==> config.mk <==
export PLATFORM = sky130hd
export DESIGN_NAME = ec_point_scalar_multiply_flat
export DESIGN_NICKNAME = d
export VERILOG_FILES = /design/src/rtl/ecsm_pkg.sv /design/src/rtl/ecsm_if.sv /design/src/rtl/ecsm_alu.sv /design/src/rtl/ec_point_scalar_multiply.sv /design/src/flat_wrapper.sv
export SDC_FILE = /design/constraint.sdc
export NUM_CORES = 2
export LEC_CHECK = 0
export ABC_CLOCK_PERIOD_IN_PS = 11000
export BUFFER_PORTS_ARGS = -buffer_cell sky130_fd_sc_hd__buf_4
export CORE_ASPECT_RATIO = 2
export CORE_UTILIZATION = 25
export CTS_CLUSTER_SIZE = 20
export DETAILED_ROUTE_END_ITERATION = 12
export PLACE_DENSITY = 0.49
export SLEW_MARGIN = 10
export SYNTH_ARGS = -nofsm -noshare
export SYNTH_HDL_FRONTEND = slang
export SYNTH_HIERARCHICAL = 1
export SYNTH_SLANG_ARGS = --single-unit
==> constraint.sdc <==
create_clock -name clk -period 11 [get_ports clk]
set_input_delay 1.1 -clock clk [delete_from_list [all_inputs] [get_ports clk]]
set_output_delay 1.1 -clock clk [all_outputs]
set_load 0.01 [all_outputs]
==> src/rtl/ecsm_pkg.sv <==
`timescale 1ns / 1ps
// shared constants, codes and types for the ec point scalar multiplier
// no dependencies
package ecsm_pkg;

    localparam int FIELD_BITS  = 31;
    localparam int SCALAR_BITS = 32;
    localparam int CNT_W       = $clog2(SCALAR_BITS + 1);
    localparam int ALU_CNT_W   = $clog2(FIELD_BITS);
    localparam int CFG_IDX_W   = 1;

    // configuration register indexes
    localparam logic [CFG_IDX_W-1:0] REG_MODULUS = 1'd0;
    localparam logic [CFG_IDX_W-1:0] REG_CURVE_A = 1'd1;

    // reset values of the configuration registers and the smallest working modulus
    localparam logic [FIELD_BITS-1:0] MODULUS_RST = FIELD_BITS'(97);
    localparam logic [FIELD_BITS-1:0] CURVE_A_RST = FIELD_BITS'(2);
    localparam logic [FIELD_BITS-1:0] MIN_MODULUS = FIELD_BITS'(3);

    // shared unit operation codes
    localparam logic [1:0] OP_MUL = 2'd0;
    localparam logic [1:0] OP_DIV = 2'd1;
    localparam logic [1:0] OP_ADD = 2'd2;
    localparam logic [1:0] OP_SUB = 2'd3;

    typedef struct packed {
        logic                  start;
        logic [1:0]            op;
        logic [FIELD_BITS-1:0] a;
        logic [FIELD_BITS-1:0] b;
    } alu_req_t;

    typedef struct packed {
        logic                  done;
        logic [FIELD_BITS-1:0] res;
        logic [FIELD_BITS-1:0] quo;
    } alu_rsp_t;

endpackage

==> src/rtl/ecsm_if.sv <==
`timescale 1ns / 1ps
// valid/ready channels for base point beats and result beats
// depends on ecsm_pkg
interface ecsm_in_if;
    logic                            valid;
    logic                            ready;
    logic [ecsm_pkg::FIELD_BITS-1:0]  point_x;
    logic [ecsm_pkg::FIELD_BITS-1:0]  point_y;
    logic [ecsm_pkg::SCALAR_BITS-1:0] scalar;

    modport source (output valid, point_x, point_y, scalar, input ready);
    modport sink   (input valid, point_x, point_y, scalar, output ready);
endinterface

interface ecsm_out_if;
    logic                           valid;
    logic                           ready;
    logic [ecsm_pkg::FIELD_BITS-1:0] result_x;
    logic [ecsm_pkg::FIELD_BITS-1:0] result_y;
    logic                           at_infinity;

    modport source (output valid, result_x, result_y, at_infinity, input ready);
    modport sink   (input valid, result_x, result_y, at_infinity, output ready);
endinterface

==> src/rtl/ecsm_alu.sv <==
`timescale 1ns / 1ps
// shared modular unit: bit-serial multiply mod p, restoring divide, add/sub mod p
// depends on ecsm_pkg
module ecsm_alu
(
    input  logic                            clk,
    input  logic                            rst_n,
    input  ecsm_pkg::alu_req_t              req,
    input  logic [ecsm_pkg::FIELD_BITS-1:0] p,
    output ecsm_pkg::alu_rsp_t              rsp
);

    localparam int FB = ecsm_pkg::FIELD_BITS;

    logic                         busy_reg;
    logic                         done_reg;
    logic [1:0]                   op_reg;
    logic [FB-1:0]                a_reg;
    logic [FB-1:0]                b_reg;
    logic [FB:0]                  acc_reg;
    logic [FB-1:0]                quo_reg;
    logic [ecsm_pkg::ALU_CNT_W-1:0] cnt_reg;

    logic [FB:0] dbl, dbl_red, sum, sum_red, mul_next;
    logic [FB:0] shf, div_next;
    logic        div_ge;
    logic [FB:0] add_raw, add_res, sub_res;

    // multiply step: double, reduce, conditionally add, reduce
    always_comb
    begin
        dbl      = {acc_reg[FB-1:0], 1'b0};
        dbl_red  = (dbl >= {1'b0, p}) ? dbl - {1'b0, p} : dbl;
        sum      = dbl_red + {1'b0, a_reg};
        sum_red  = (sum >= {1'b0, p}) ? sum - {1'b0, p} : sum;
        mul_next = b_reg[FB-1] ? sum_red : dbl_red;
    end

    // divide step: shift in next dividend bit, trial subtract
    always_comb
    begin
        shf      = {acc_reg[FB-1:0], a_reg[FB-1]};
        div_ge   = (shf >= {1'b0, b_reg});
        div_next = div_ge ? shf - {1'b0, b_reg} : shf;
    end

    // add and subtract mod p, combinational on the request operands
    always_comb
    begin
        add_raw = {1'b0, req.a} + {1'b0, req.b};
        add_res = (add_raw >= {1'b0, p}) ? add_raw - {1'b0, p} : add_raw;
        sub_res = (req.a >= req.b) ? {1'b0, req.a} - {1'b0, req.b}
                                   : {1'b0, req.a} + {1'b0, p} - {1'b0, req.b};
    end

    // control
    always_ff @(posedge clk or negedge rst_n)
    begin
        if (!rst_n)
        begin
            busy_reg <= 1'b0;
            done_reg <= 1'b0;
        end
        else
        begin
            done_reg <= 1'b0;
            if (req.start)
            begin
                if (req.op == ecsm_pkg::OP_ADD || req.op == ecsm_pkg::OP_SUB)
                    done_reg <= 1'b1;
                else
                    busy_reg <= 1'b1;
            end
            else if (busy_reg && cnt_reg == '0)
            begin
                busy_reg <= 1'b0;
                done_reg <= 1'b1;
            end
        end
    end

    // datapath
    always_ff @(posedge clk)
    begin
        if (req.start)
        begin
            op_reg  <= req.op;
            a_reg   <= req.a;
            b_reg   <= req.b;
            cnt_reg <= ecsm_pkg::ALU_CNT_W'(FB - 1);
            quo_reg <= '0;
            case (req.op)
                ecsm_pkg::OP_ADD: acc_reg <= add_res;
                ecsm_pkg::OP_SUB: acc_reg <= sub_res;
                default:          acc_reg <= '0;
            endcase
        end
        else if (busy_reg)
        begin
            cnt_reg <= cnt_reg - 1'b1;
            case (op_reg)
                ecsm_pkg::OP_MUL:
                begin
                    acc_reg <= mul_next;
                    b_reg   <= {b_reg[FB-2:0], 1'b0};
                end
                ecsm_pkg::OP_DIV:
                begin
                    acc_reg <= div_next;
                    a_reg   <= {a_reg[FB-2:0], 1'b0};
                    quo_reg <= {quo_reg[FB-2:0], div_ge};
                end
                default:
                begin
                    acc_reg <= acc_reg;
                end
            endcase
        end
    end

    assign rsp.done = done_reg;
    assign rsp.res  = acc_reg[FB-1:0];
    assign rsp.quo  = quo_reg;

endmodule

==> src/rtl/ec_point_scalar_multiply.sv <==
`timescale 1ns / 1ps
// top level: sequencer for affine double-and-add over the shared modular unit
// depends on ecsm_pkg, ecsm_if, ecsm_alu
//
// usage
// pt_in carries one beat per job: base point (point_x, point_y) and scalar.
// pt_out returns one beat per job: result_x, result_y and at_infinity
// (coordinates read zero when the result is the point at infinity).
// modulus and curve_a are written through cfg_we / cfg_index / cfg_data
// while the block is idle; reset loads modulus 97 and curve_a 2.
// pt_in.ready is high only in the idle state; one job runs at a time.
// every field operation goes through one shared unit: a multiply or a
// divide runs bit-serially, an add or subtract is formed combinationally.
// each inversion runs one Euclid round (check, divide, multiply, subtract)
// per quotient step, at most ~45 rounds for 31-bit values.
// a job of SCALAR_BITS bits takes up to two point operations per bit,
// and the number of inversion rounds dominates the length of a job.
// a finished result sits in the output register; if pt_out stalls the
// block holds the next result in its final state until the register frees,
// and the block returns to idle after handing it over.
// reset clears the sequencer and the output valid flag at once.
module ec_point_scalar_multiply
(
    input  logic                                 clk,
    input  logic                                 rst_n,
    ecsm_in_if.sink                              pt_in,
    ecsm_out_if.source                           pt_out,
    input  logic                                 cfg_we,
    input  logic [ecsm_pkg::CFG_IDX_W-1:0]       cfg_index,
    input  logic [ecsm_pkg::FIELD_BITS-1:0]      cfg_data
);

    localparam int FB = ecsm_pkg::FIELD_BITS;
    localparam int SB = ecsm_pkg::SCALAR_BITS;
    localparam int CW = ecsm_pkg::CNT_W;

    localparam logic [4:0] S_IDLE  = 5'd0;
    localparam logic [4:0] S_RX    = 5'd1;
    localparam logic [4:0] S_RY    = 5'd2;
    localparam logic [4:0] S_RA    = 5'd3;
    localparam logic [4:0] S_LOOP  = 5'd4;
    localparam logic [4:0] S_DCHK  = 5'd5;
    localparam logic [4:0] S_D_SQ  = 5'd6;
    localparam logic [4:0] S_D_3A  = 5'd7;
    localparam logic [4:0] S_D_3B  = 5'd8;
    localparam logic [4:0] S_D_A   = 5'd9;
    localparam logic [4:0] S_D_2Y  = 5'd10;
    localparam logic [4:0] S_A_NUM = 5'd11;
    localparam logic [4:0] S_A_DEN = 5'd12;
    localparam logic [4:0] S_I_CHK = 5'd13;
    localparam logic [4:0] S_I_DIV = 5'd14;
    localparam logic [4:0] S_I_MUL = 5'd15;
    localparam logic [4:0] S_I_SUB = 5'd16;
    localparam logic [4:0] S_SLOPE = 5'd17;
    localparam logic [4:0] S_F_SS  = 5'd18;
    localparam logic [4:0] S_F_X1  = 5'd19;
    localparam logic [4:0] S_F_X2  = 5'd20;
    localparam logic [4:0] S_F_D   = 5'd21;
    localparam logic [4:0] S_F_M   = 5'd22;
    localparam logic [4:0] S_F_Y   = 5'd23;
    localparam logic [4:0] S_DONE  = 5'd24;

    logic [4:0]    state_reg;
    logic          pend_reg;
    logic [FB-1:0] modulus_reg, curve_a_reg;
    logic [FB-1:0] p_reg, ca_reg;
    logic [FB-1:0] ax_reg, ay_reg, bx_reg, by_reg;
    logic          ainf_reg, binf_reg;
    logic [SB-1:0] k_reg;
    logic [CW-1:0] i_reg;
    logic [FB-1:0] x1_reg, y1_reg, x2_reg;
    logic [FB-1:0] num_reg, s_reg, rx_reg, tmp_reg;
    logic [FB-1:0] r0_reg, r1_reg, t0_reg, t1_reg, q_reg;
    logic          dst_acc_reg;
    logic          out_valid_reg, out_inf_reg;
    logic [FB-1:0] out_x_reg, out_y_reg;

    ecsm_pkg::alu_req_t alu_req;
    ecsm_pkg::alu_rsp_t alu_rsp;
    logic               op_state;
    logic [FB-1:0]      q_red;
    logic [FB-1:0]      p_eff;
    logic               out_load;

    assign q_red = (q_reg == p_reg) ? '0 : q_reg;
    assign p_eff = (modulus_reg < ecsm_pkg::MIN_MODULUS) ? ecsm_pkg::MIN_MODULUS
                                                         : modulus_reg;
    assign out_load = (state_reg == S_DONE) && (!out_valid_reg || pt_out.ready);

    // operation issued by each sequencer step
    always_comb
    begin
        op_state  = 1'b1;
        alu_req.op = ecsm_pkg::OP_ADD;
        alu_req.a  = '0;
        alu_req.b  = '0;
        case (state_reg)
            S_RX:    begin alu_req.op = ecsm_pkg::OP_DIV; alu_req.a = bx_reg;  alu_req.b = p_reg;  end
            S_RY:    begin alu_req.op = ecsm_pkg::OP_DIV; alu_req.a = by_reg;  alu_req.b = p_reg;  end
            S_RA:    begin alu_req.op = ecsm_pkg::OP_DIV; alu_req.a = ca_reg;  alu_req.b = p_reg;  end
            S_D_SQ:  begin alu_req.op = ecsm_pkg::OP_MUL; alu_req.a = x1_reg;  alu_req.b = x1_reg; end
            S_D_3A:  begin alu_req.op = ecsm_pkg::OP_ADD; alu_req.a = tmp_reg; alu_req.b = tmp_reg; end
            S_D_3B:  begin alu_req.op = ecsm_pkg::OP_ADD; alu_req.a = num_reg; alu_req.b = tmp_reg; end
            S_D_A:   begin alu_req.op = ecsm_pkg::OP_ADD; alu_req.a = num_reg; alu_req.b = ca_reg; end
            S_D_2Y:  begin alu_req.op = ecsm_pkg::OP_ADD; alu_req.a = y1_reg;  alu_req.b = y1_reg; end
            S_A_NUM: begin alu_req.op = ecsm_pkg::OP_SUB; alu_req.a = y1_reg;  alu_req.b = by_reg; end
            S_A_DEN: begin alu_req.op = ecsm_pkg::OP_SUB; alu_req.a = x1_reg;  alu_req.b = x2_reg; end
            S_I_DIV: begin alu_req.op = ecsm_pkg::OP_DIV; alu_req.a = r0_reg;  alu_req.b = r1_reg; end
            S_I_MUL: begin alu_req.op = ecsm_pkg::OP_MUL; alu_req.a = q_red;   alu_req.b = t1_reg; end
            S_I_SUB: begin alu_req.op = ecsm_pkg::OP_SUB; alu_req.a = t0_reg;  alu_req.b = tmp_reg; end
            S_SLOPE: begin alu_req.op = ecsm_pkg::OP_MUL; alu_req.a = num_reg; alu_req.b = t0_reg; end
            S_F_SS:  begin alu_req.op = ecsm_pkg::OP_MUL; alu_req.a = s_reg;   alu_req.b = s_reg;  end
            S_F_X1:  begin alu_req.op = ecsm_pkg::OP_SUB; alu_req.a = tmp_reg; alu_req.b = x1_reg; end
            S_F_X2:  begin alu_req.op = ecsm_pkg::OP_SUB; alu_req.a = rx_reg;  alu_req.b = x2_reg; end
            S_F_D:   begin alu_req.op = ecsm_pkg::OP_SUB; alu_req.a = x1_reg;  alu_req.b = rx_reg; end
            S_F_M:   begin alu_req.op = ecsm_pkg::OP_MUL; alu_req.a = s_reg;   alu_req.b = tmp_reg; end
            S_F_Y:   begin alu_req.op = ecsm_pkg::OP_SUB; alu_req.a = tmp_reg; alu_req.b = y1_reg; end
            default: op_state = 1'b0;
        endcase
        alu_req.start = op_state && !pend_reg;
    end

    ecsm_alu u_alu
    (
        .clk   (clk),
        .rst_n (rst_n),
        .req   (alu_req),
        .p     (p_reg),
        .rsp   (alu_rsp)
    );

    assign pt_in.ready        = (state_reg == S_IDLE);
    assign pt_out.valid       = out_valid_reg;
    assign pt_out.result_x    = out_x_reg;
    assign pt_out.result_y    = out_y_reg;
    assign pt_out.at_infinity = out_inf_reg;

    // configuration registers
    always_ff @(posedge clk or negedge rst_n)
    begin
        if (!rst_n)
        begin
            modulus_reg <= ecsm_pkg::MODULUS_RST;
            curve_a_reg <= ecsm_pkg::CURVE_A_RST;
        end
        else if (cfg_we)
        begin
            case (cfg_index)
                ecsm_pkg::REG_MODULUS: modulus_reg <= cfg_data;
                ecsm_pkg::REG_CURVE_A: curve_a_reg <= cfg_data;
                default:               modulus_reg <= modulus_reg;
            endcase
        end
    end

    // sequencer
    always_ff @(posedge clk or negedge rst_n)
    begin
        if (!rst_n)
        begin
            state_reg     <= S_IDLE;
            pend_reg      <= 1'b0;
            out_valid_reg <= 1'b0;
        end
        else
        begin
            if (out_load)
                out_valid_reg <= 1'b1;
            else if (pt_out.valid && pt_out.ready)
                out_valid_reg <= 1'b0;
            if (alu_rsp.done)
                pend_reg <= 1'b0;
            else if (alu_req.start)
                pend_reg <= 1'b1;

            case (state_reg)
                S_IDLE:
                begin
                    if (pt_in.valid)
                    begin
                        bx_reg    <= pt_in.point_x;
                        by_reg    <= pt_in.point_y;
                        k_reg     <= pt_in.scalar;
                        ca_reg    <= curve_a_reg;
                        p_reg     <= p_eff;
                        state_reg <= S_RX;
                    end
                end
                S_RX: if (alu_rsp.done) begin bx_reg <= alu_rsp.res; state_reg <= S_RY; end
                S_RY: if (alu_rsp.done) begin by_reg <= alu_rsp.res; state_reg <= S_RA; end
                S_RA:
                begin
                    if (alu_rsp.done)
                    begin
                        ca_reg    <= alu_rsp.res;
                        ainf_reg  <= 1'b1;
                        binf_reg  <= 1'b0;
                        i_reg     <= '0;
                        state_reg <= S_LOOP;
                    end
                end
                // end check and add step for the current scalar bit
                S_LOOP:
                begin
                    if (i_reg == CW'(SB))
                        state_reg <= S_DONE;
                    else if (!k_reg[0])
                        state_reg <= S_DCHK;
                    else if (ainf_reg)
                    begin
                        ax_reg    <= bx_reg;
                        ay_reg    <= by_reg;
                        ainf_reg  <= binf_reg;
                        state_reg <= S_DCHK;
                    end
                    else if (binf_reg)
                        state_reg <= S_DCHK;
                    else if (ax_reg == bx_reg)
                    begin
                        if (ay_reg == by_reg && ay_reg != '0)
                        begin
                            x1_reg      <= ax_reg;
                            y1_reg      <= ay_reg;
                            x2_reg      <= ax_reg;
                            dst_acc_reg <= 1'b1;
                            state_reg   <= S_D_SQ;
                        end
                        else
                        begin
                            ainf_reg  <= 1'b1;
                            state_reg <= S_DCHK;
                        end
                    end
                    else
                    begin
                        x1_reg      <= ax_reg;
                        y1_reg      <= ay_reg;
                        x2_reg      <= bx_reg;
                        dst_acc_reg <= 1'b1;
                        state_reg   <= S_A_NUM;
                    end
                end
                // doubling step of the running base point
                S_DCHK:
                begin
                    if (binf_reg || by_reg == '0)
                    begin
                        binf_reg  <= 1'b1;
                        i_reg     <= i_reg + 1'b1;
                        k_reg     <= k_reg >> 1;
                        state_reg <= S_LOOP;
                    end
                    else
                    begin
                        x1_reg      <= bx_reg;
                        y1_reg      <= by_reg;
                        x2_reg      <= bx_reg;
                        dst_acc_reg <= 1'b0;
                        state_reg   <= S_D_SQ;
                    end
                end
                S_D_SQ: if (alu_rsp.done) begin tmp_reg <= alu_rsp.res; state_reg <= S_D_3A; end
                S_D_3A: if (alu_rsp.done) begin num_reg <= alu_rsp.res; state_reg <= S_D_3B; end
                S_D_3B: if (alu_rsp.done) begin num_reg <= alu_rsp.res; state_reg <= S_D_A;  end
                S_D_A:  if (alu_rsp.done) begin num_reg <= alu_rsp.res; state_reg <= S_D_2Y; end
                S_A_NUM: if (alu_rsp.done) begin num_reg <= alu_rsp.res; state_reg <= S_A_DEN; end
                S_D_2Y, S_A_DEN:
                begin
                    if (alu_rsp.done)
                    begin
                        r1_reg    <= alu_rsp.res;
                        r0_reg    <= p_reg;
                        t0_reg    <= '0;
                        t1_reg    <= FB'(1);
                        state_reg <= S_I_CHK;
                    end
                end
                // extended euclid rounds
                S_I_CHK: state_reg <= (r1_reg == '0) ? S_SLOPE : S_I_DIV;
                S_I_DIV:
                begin
                    if (alu_rsp.done)
                    begin
                        r0_reg    <= r1_reg;
                        r1_reg    <= alu_rsp.res;
                        q_reg     <= alu_rsp.quo;
                        state_reg <= S_I_MUL;
                    end
                end
                S_I_MUL: if (alu_rsp.done) begin tmp_reg <= alu_rsp.res; state_reg <= S_I_SUB; end
                S_I_SUB:
                begin
                    if (alu_rsp.done)
                    begin
                        t0_reg    <= t1_reg;
                        t1_reg    <= alu_rsp.res;
                        state_reg <= S_I_CHK;
                    end
                end
                // slope and new coordinates
                S_SLOPE: if (alu_rsp.done) begin s_reg   <= alu_rsp.res; state_reg <= S_F_SS; end
                S_F_SS:  if (alu_rsp.done) begin tmp_reg <= alu_rsp.res; state_reg <= S_F_X1; end
                S_F_X1:  if (alu_rsp.done) begin rx_reg  <= alu_rsp.res; state_reg <= S_F_X2; end
                S_F_X2:  if (alu_rsp.done) begin rx_reg  <= alu_rsp.res; state_reg <= S_F_D;  end
                S_F_D:   if (alu_rsp.done) begin tmp_reg <= alu_rsp.res; state_reg <= S_F_M;  end
                S_F_M:   if (alu_rsp.done) begin tmp_reg <= alu_rsp.res; state_reg <= S_F_Y;  end
                S_F_Y:
                begin
                    if (alu_rsp.done)
                    begin
                        if (dst_acc_reg)
                        begin
                            ax_reg    <= rx_reg;
                            ay_reg    <= alu_rsp.res;
                            ainf_reg  <= 1'b0;
                            state_reg <= S_DCHK;
                        end
                        else
                        begin
                            bx_reg    <= rx_reg;
                            by_reg    <= alu_rsp.res;
                            binf_reg  <= 1'b0;
                            i_reg     <= i_reg + 1'b1;
                            k_reg     <= k_reg >> 1;
                            state_reg <= S_LOOP;
                        end
                    end
                end
                // hand the result to the output register
                S_DONE:
                begin
                    if (out_load)
                    begin
                        out_inf_reg   <= ainf_reg;
                        out_x_reg     <= ainf_reg ? '0 : ax_reg;
                        out_y_reg     <= ainf_reg ? '0 : ay_reg;
                        state_reg     <= S_IDLE;
                    end
                end
                default: state_reg <= S_IDLE;
            endcase
        end
    end

    // infinity beats carry zero coordinates
    assert property (@(posedge clk) disable iff (!rst_n)
        pt_out.valid && pt_out.at_infinity |-> pt_out.result_x == '0 && pt_out.result_y == '0)
        else $error("infinity result with nonzero coordinates");

    // finite results are reduced below the working modulus
    assert property (@(posedge clk) disable iff (!rst_n)
        pt_out.valid && !pt_out.at_infinity |-> pt_out.result_x < p_reg && pt_out.result_y < p_reg)
        else $error("result coordinate not reduced");

    // an accepted beat closes the input until the job ends
    assert property (@(posedge clk) disable iff (!rst_n)
        pt_in.valid && pt_in.ready |=> !pt_in.ready)
        else $error("input accepted twice");

    // shared unit answers only an outstanding request
    assert property (@(posedge clk) disable iff (!rst_n)
        alu_rsp.done |-> pend_reg)
        else $error("unit done without a request");

    // working modulus is never below three during a job
    assert property (@(posedge clk) disable iff (!rst_n)
        state_reg != S_IDLE |-> p_reg >= ecsm_pkg::MIN_MODULUS)
        else $error("working modulus below three");

endmodule

==> src/flat_wrapper.sv <==
// flat-port wrapper written by rule: the top's interface ports become plain ports
module ec_point_scalar_multiply_flat 
  (clk, rst_n, cfg_we, cfg_index, cfg_data, pt_in_valid, pt_in_point_x, pt_in_point_y, pt_in_scalar, pt_in_ready, pt_out_valid, pt_out_result_x, pt_out_result_y, pt_out_at_infinity, pt_out_ready);
  ecsm_in_if pt_in_i ();
  ecsm_out_if pt_out_i ();
  input  logic clk;
  input  logic rst_n;
  input  logic cfg_we;
  input  logic [ecsm_pkg::CFG_IDX_W-1:0] cfg_index;
  input  logic [ecsm_pkg::FIELD_BITS-1:0] cfg_data;
  input wire logic [$bits(pt_in_i.valid)-1:0] pt_in_valid;
  input wire logic [$bits(pt_in_i.point_x)-1:0] pt_in_point_x;
  input wire logic [$bits(pt_in_i.point_y)-1:0] pt_in_point_y;
  input wire logic [$bits(pt_in_i.scalar)-1:0] pt_in_scalar;
  output wire logic [$bits(pt_in_i.ready)-1:0] pt_in_ready;
  output wire logic [$bits(pt_out_i.valid)-1:0] pt_out_valid;
  output wire logic [$bits(pt_out_i.result_x)-1:0] pt_out_result_x;
  output wire logic [$bits(pt_out_i.result_y)-1:0] pt_out_result_y;
  output wire logic [$bits(pt_out_i.at_infinity)-1:0] pt_out_at_infinity;
  input wire logic [$bits(pt_out_i.ready)-1:0] pt_out_ready;
  assign pt_in_i.valid = pt_in_valid;
  assign pt_in_i.point_x = pt_in_point_x;
  assign pt_in_i.point_y = pt_in_point_y;
  assign pt_in_i.scalar = pt_in_scalar;
  assign pt_in_ready = pt_in_i.ready;
  assign pt_out_valid = pt_out_i.valid;
  assign pt_out_result_x = pt_out_i.result_x;
  assign pt_out_result_y = pt_out_i.result_y;
  assign pt_out_at_infinity = pt_out_i.at_infinity;
  assign pt_out_i.ready = pt_out_ready;
  ec_point_scalar_multiply u_core (.clk(clk), .rst_n(rst_n), .pt_in(pt_in_i), .pt_out(pt_out_i), .cfg_we(cfg_we), .cfg_index(cfg_index), .cfg_data(cfg_data));
endmodule
==> out/metrics.cfg <==
[status]
status = finished clean

[placement]
place_ws_ns = 0.599
gp_congestion = 1.00
port_buffers = 195
placed_cell_area_sq_um = 60400
dp_hpwl_mm = 214

[critical_path]
cp.required_ns = 11.43
path_max_fanout = 17
cp.arrival_ns = 11.02
rr_endpoint = u_core/u_alu/acc_reg[3]
end_kind = register
critical_path_class = reg2reg
critPathMaxStageDelay_ns = 1.04
r2r_slack_ns = 0.41
ff2ff_path_depth = 32
crit_start = u_core/u_alu/acc_reg[2]
critical_path.most_common_cell = a21oi_1
timing.rr.start = u_core/u_alu/acc_reg[2]
cp_slowest_cell = a31oi_1
start_kind = register

[finish]
stdcell_area_sq_um = 63100
multi_input_area_sq_um = 26900
drive_gt1_frac = 0.144
nNetsFinal = 6168
fillers = 22565
syn2layout_area_growth_pct = 16.4
regArea_sq_um = 25200
largest_register_ffs = 32

[yosys]
synth.top_cells.by_count = nand2_1, edfxtp_1, inv_1
synth.largest_area_cell = edfxtp_1
synth_edf_count = 757
syn_area_sq_um = 54300
yosysSeqAreaShare = 0.465
synthSimpleGateAreaFrac = 0.162
yosys.area_share.adder = 0.0715
async_flop_share = 0.0822
synth_cells = 5504
synth_top_family_by_area = compound AO/OA/AOI/OAI gates
synth_cell_types = 96
synthTopCellsByArea = edfxtp_1, nand2_1, ha_1
synth_compound_area_frac = 0.166
syn_avg_cell_area_sq_um = 9.86
synth_ff_type = edfxtp_1
synth_mux_area_frac = 0.0391
synth.net_count = 5923
ys_ff_latch = 864
synth_xor_area_frac = 0.0508
yosysMostFrequentCell = nand2_1
synth_top_area_frac = 0.419
yosys_warnings = 6

[sta]
rsz0062_at_grt = false
fin_crit_sh = 0.962
setup_slack_ns = 0.414
fin_setup_tns_ns = 0
fmax_mhz = 94.5
finalCriticalPeriod_ns = 10.59
slew_violations = 0
hold_viol_final = 0
finalClockSkew_ns = 0.0408
setup_violations = 0
worstMarginPinSlew_ns = 1.33
slew_headroom = 0.111

[clock_tree]
cts.path.max_buffers = 3
h-tree-depth = 3
cts_buffers = 80
ctsHoldBuffers = 0
cts_root_buffer = clkbuf_16
clkTransAtPathRegs_ns = 0.08
clkLatencyLatePin_ns = 0.71
cts_sinks = 864
cts_resized = 0
post-cts-setup-buffers = 0
cts_tree = done

[routing]
wl_per_cell_um = 31.3
drt_iter0_drc = 4478
drc = 0
detail_route.first_pass.iterations = 8
vias_per_cell = 5.41
vias = 46603
drt-met1-wl_mm = 82.6
dr_wl_met2_mm = 142
top_layer = met5
ant_nets = 0
wl_met3_mm = 13.1
finalWirelength_mm = 269

[floorplan]
ios = 196
start_util = 0.252
rows = 241
coreArea_sq_um = 216000
die_width_um = 331
die-area_sq_um = 219000
die_y_um = 661

[grt]
grt.total_usage = 0.239
gr-total-overflow = 0
antenna_found_initial = 12
grt_max_degree = 68
grt_pass1_wl_mm = 368
grt_pass1_vias = 47891

[min_path]
hold_path_class = in2async

[job]
drv_cap = 0

-- worst max-delay path, delay by kind of cell, from the launching register on --
family / cells / cell delay, ns
buffers and inverters: 4 / 0.97
flip-flops: 1 / 0.69
multiplexers: 1 / 0.20
AND/OR/NAND/NOR: 8 / 2.45
AO/OA/AOI/OAI: 16 / 4.75
adder cells (fa/ha/maj): 3 / 1.15
-- metrics by stage --
step,util,std cells,hold slack [ns]
final,0.293,8614,0.331
after global routing,0.293,8612,0.312
after CTS,0.293,8611,0.304
after detailed placement,0.280,8461,0.427
after global placement,0.280,8461,0.423
after floorplan,-,5504,0.409
-- placed cells by master (no fill, tap or decap), drive strengths merged, types with 78 or more instances in the layout --
cell type     n
a22o         94
buf         471
xor2        147
a21oi       286
inv         312
clkbuf      106
a221oi      101
o21ai       214
ha          251
nor2b        97
a21o         78
nor2        286
mux2        136
edfxtp      757
nand3        83
nand2      1043
nand4        88
xnor2       168
-- layout make-up --
cell class | instances | share of cell area
sequential | 864 | 0.400
antenna | 3 | 0.000119
multi-input combinational | 4027 | 0.426
tap | 2794 | 0.0554
clock inverter | 44 | 0.00767
inverter | 305 | 0.0181
clock buffer | 106 | 0.0354
timing repair buffer | 471 | 0.0574
-- metal layers --
metal / up-vias / GRT usage
li1: 20567 / -
met1: 22964 / 0.214
met2: 2242 / 0.454
met3: 824 / 0.0279
met4: 6 / 0.243
met5: - / 0
-- cells by family (layout without fill, tap and decap cells) --
| logic type | count (synthesis) | in the layout |
|---|---|---|
| buf+inv | 613 | 926 |
| fa+ha+maj | 288 | 288 |
| mux | 195 | 195 |
| xor+xnor | 315 | 315 |
| compound gates | 1284 | 1284 |
| simple gates | 1945 | 1945 |
| flops | 864 | 864 |
| other cells | 0 | 3 |
-- worst max path at each step --
stage	slack [ns]	end	cells after the start
3_5_place_dp	0.60	u_core/u_alu/acc_reg[10]	33
4_1_cts	0.58	u_core/u_alu/acc_reg[10]	33
5_1_grt	0.14	u_core/u_alu/acc_reg[10]	37
2_1_floorplan	2.36	u_core/ax_reg[0]	2
3_3_place_gp	0.52	u_core/u_alu/acc_reg[10]	36
6_report	0.41	u_core/u_alu/acc_reg[3]	32
Power is not shown: default switching activity piles up to over one toggle a cycle in this logic, so the estimate is an artifact.
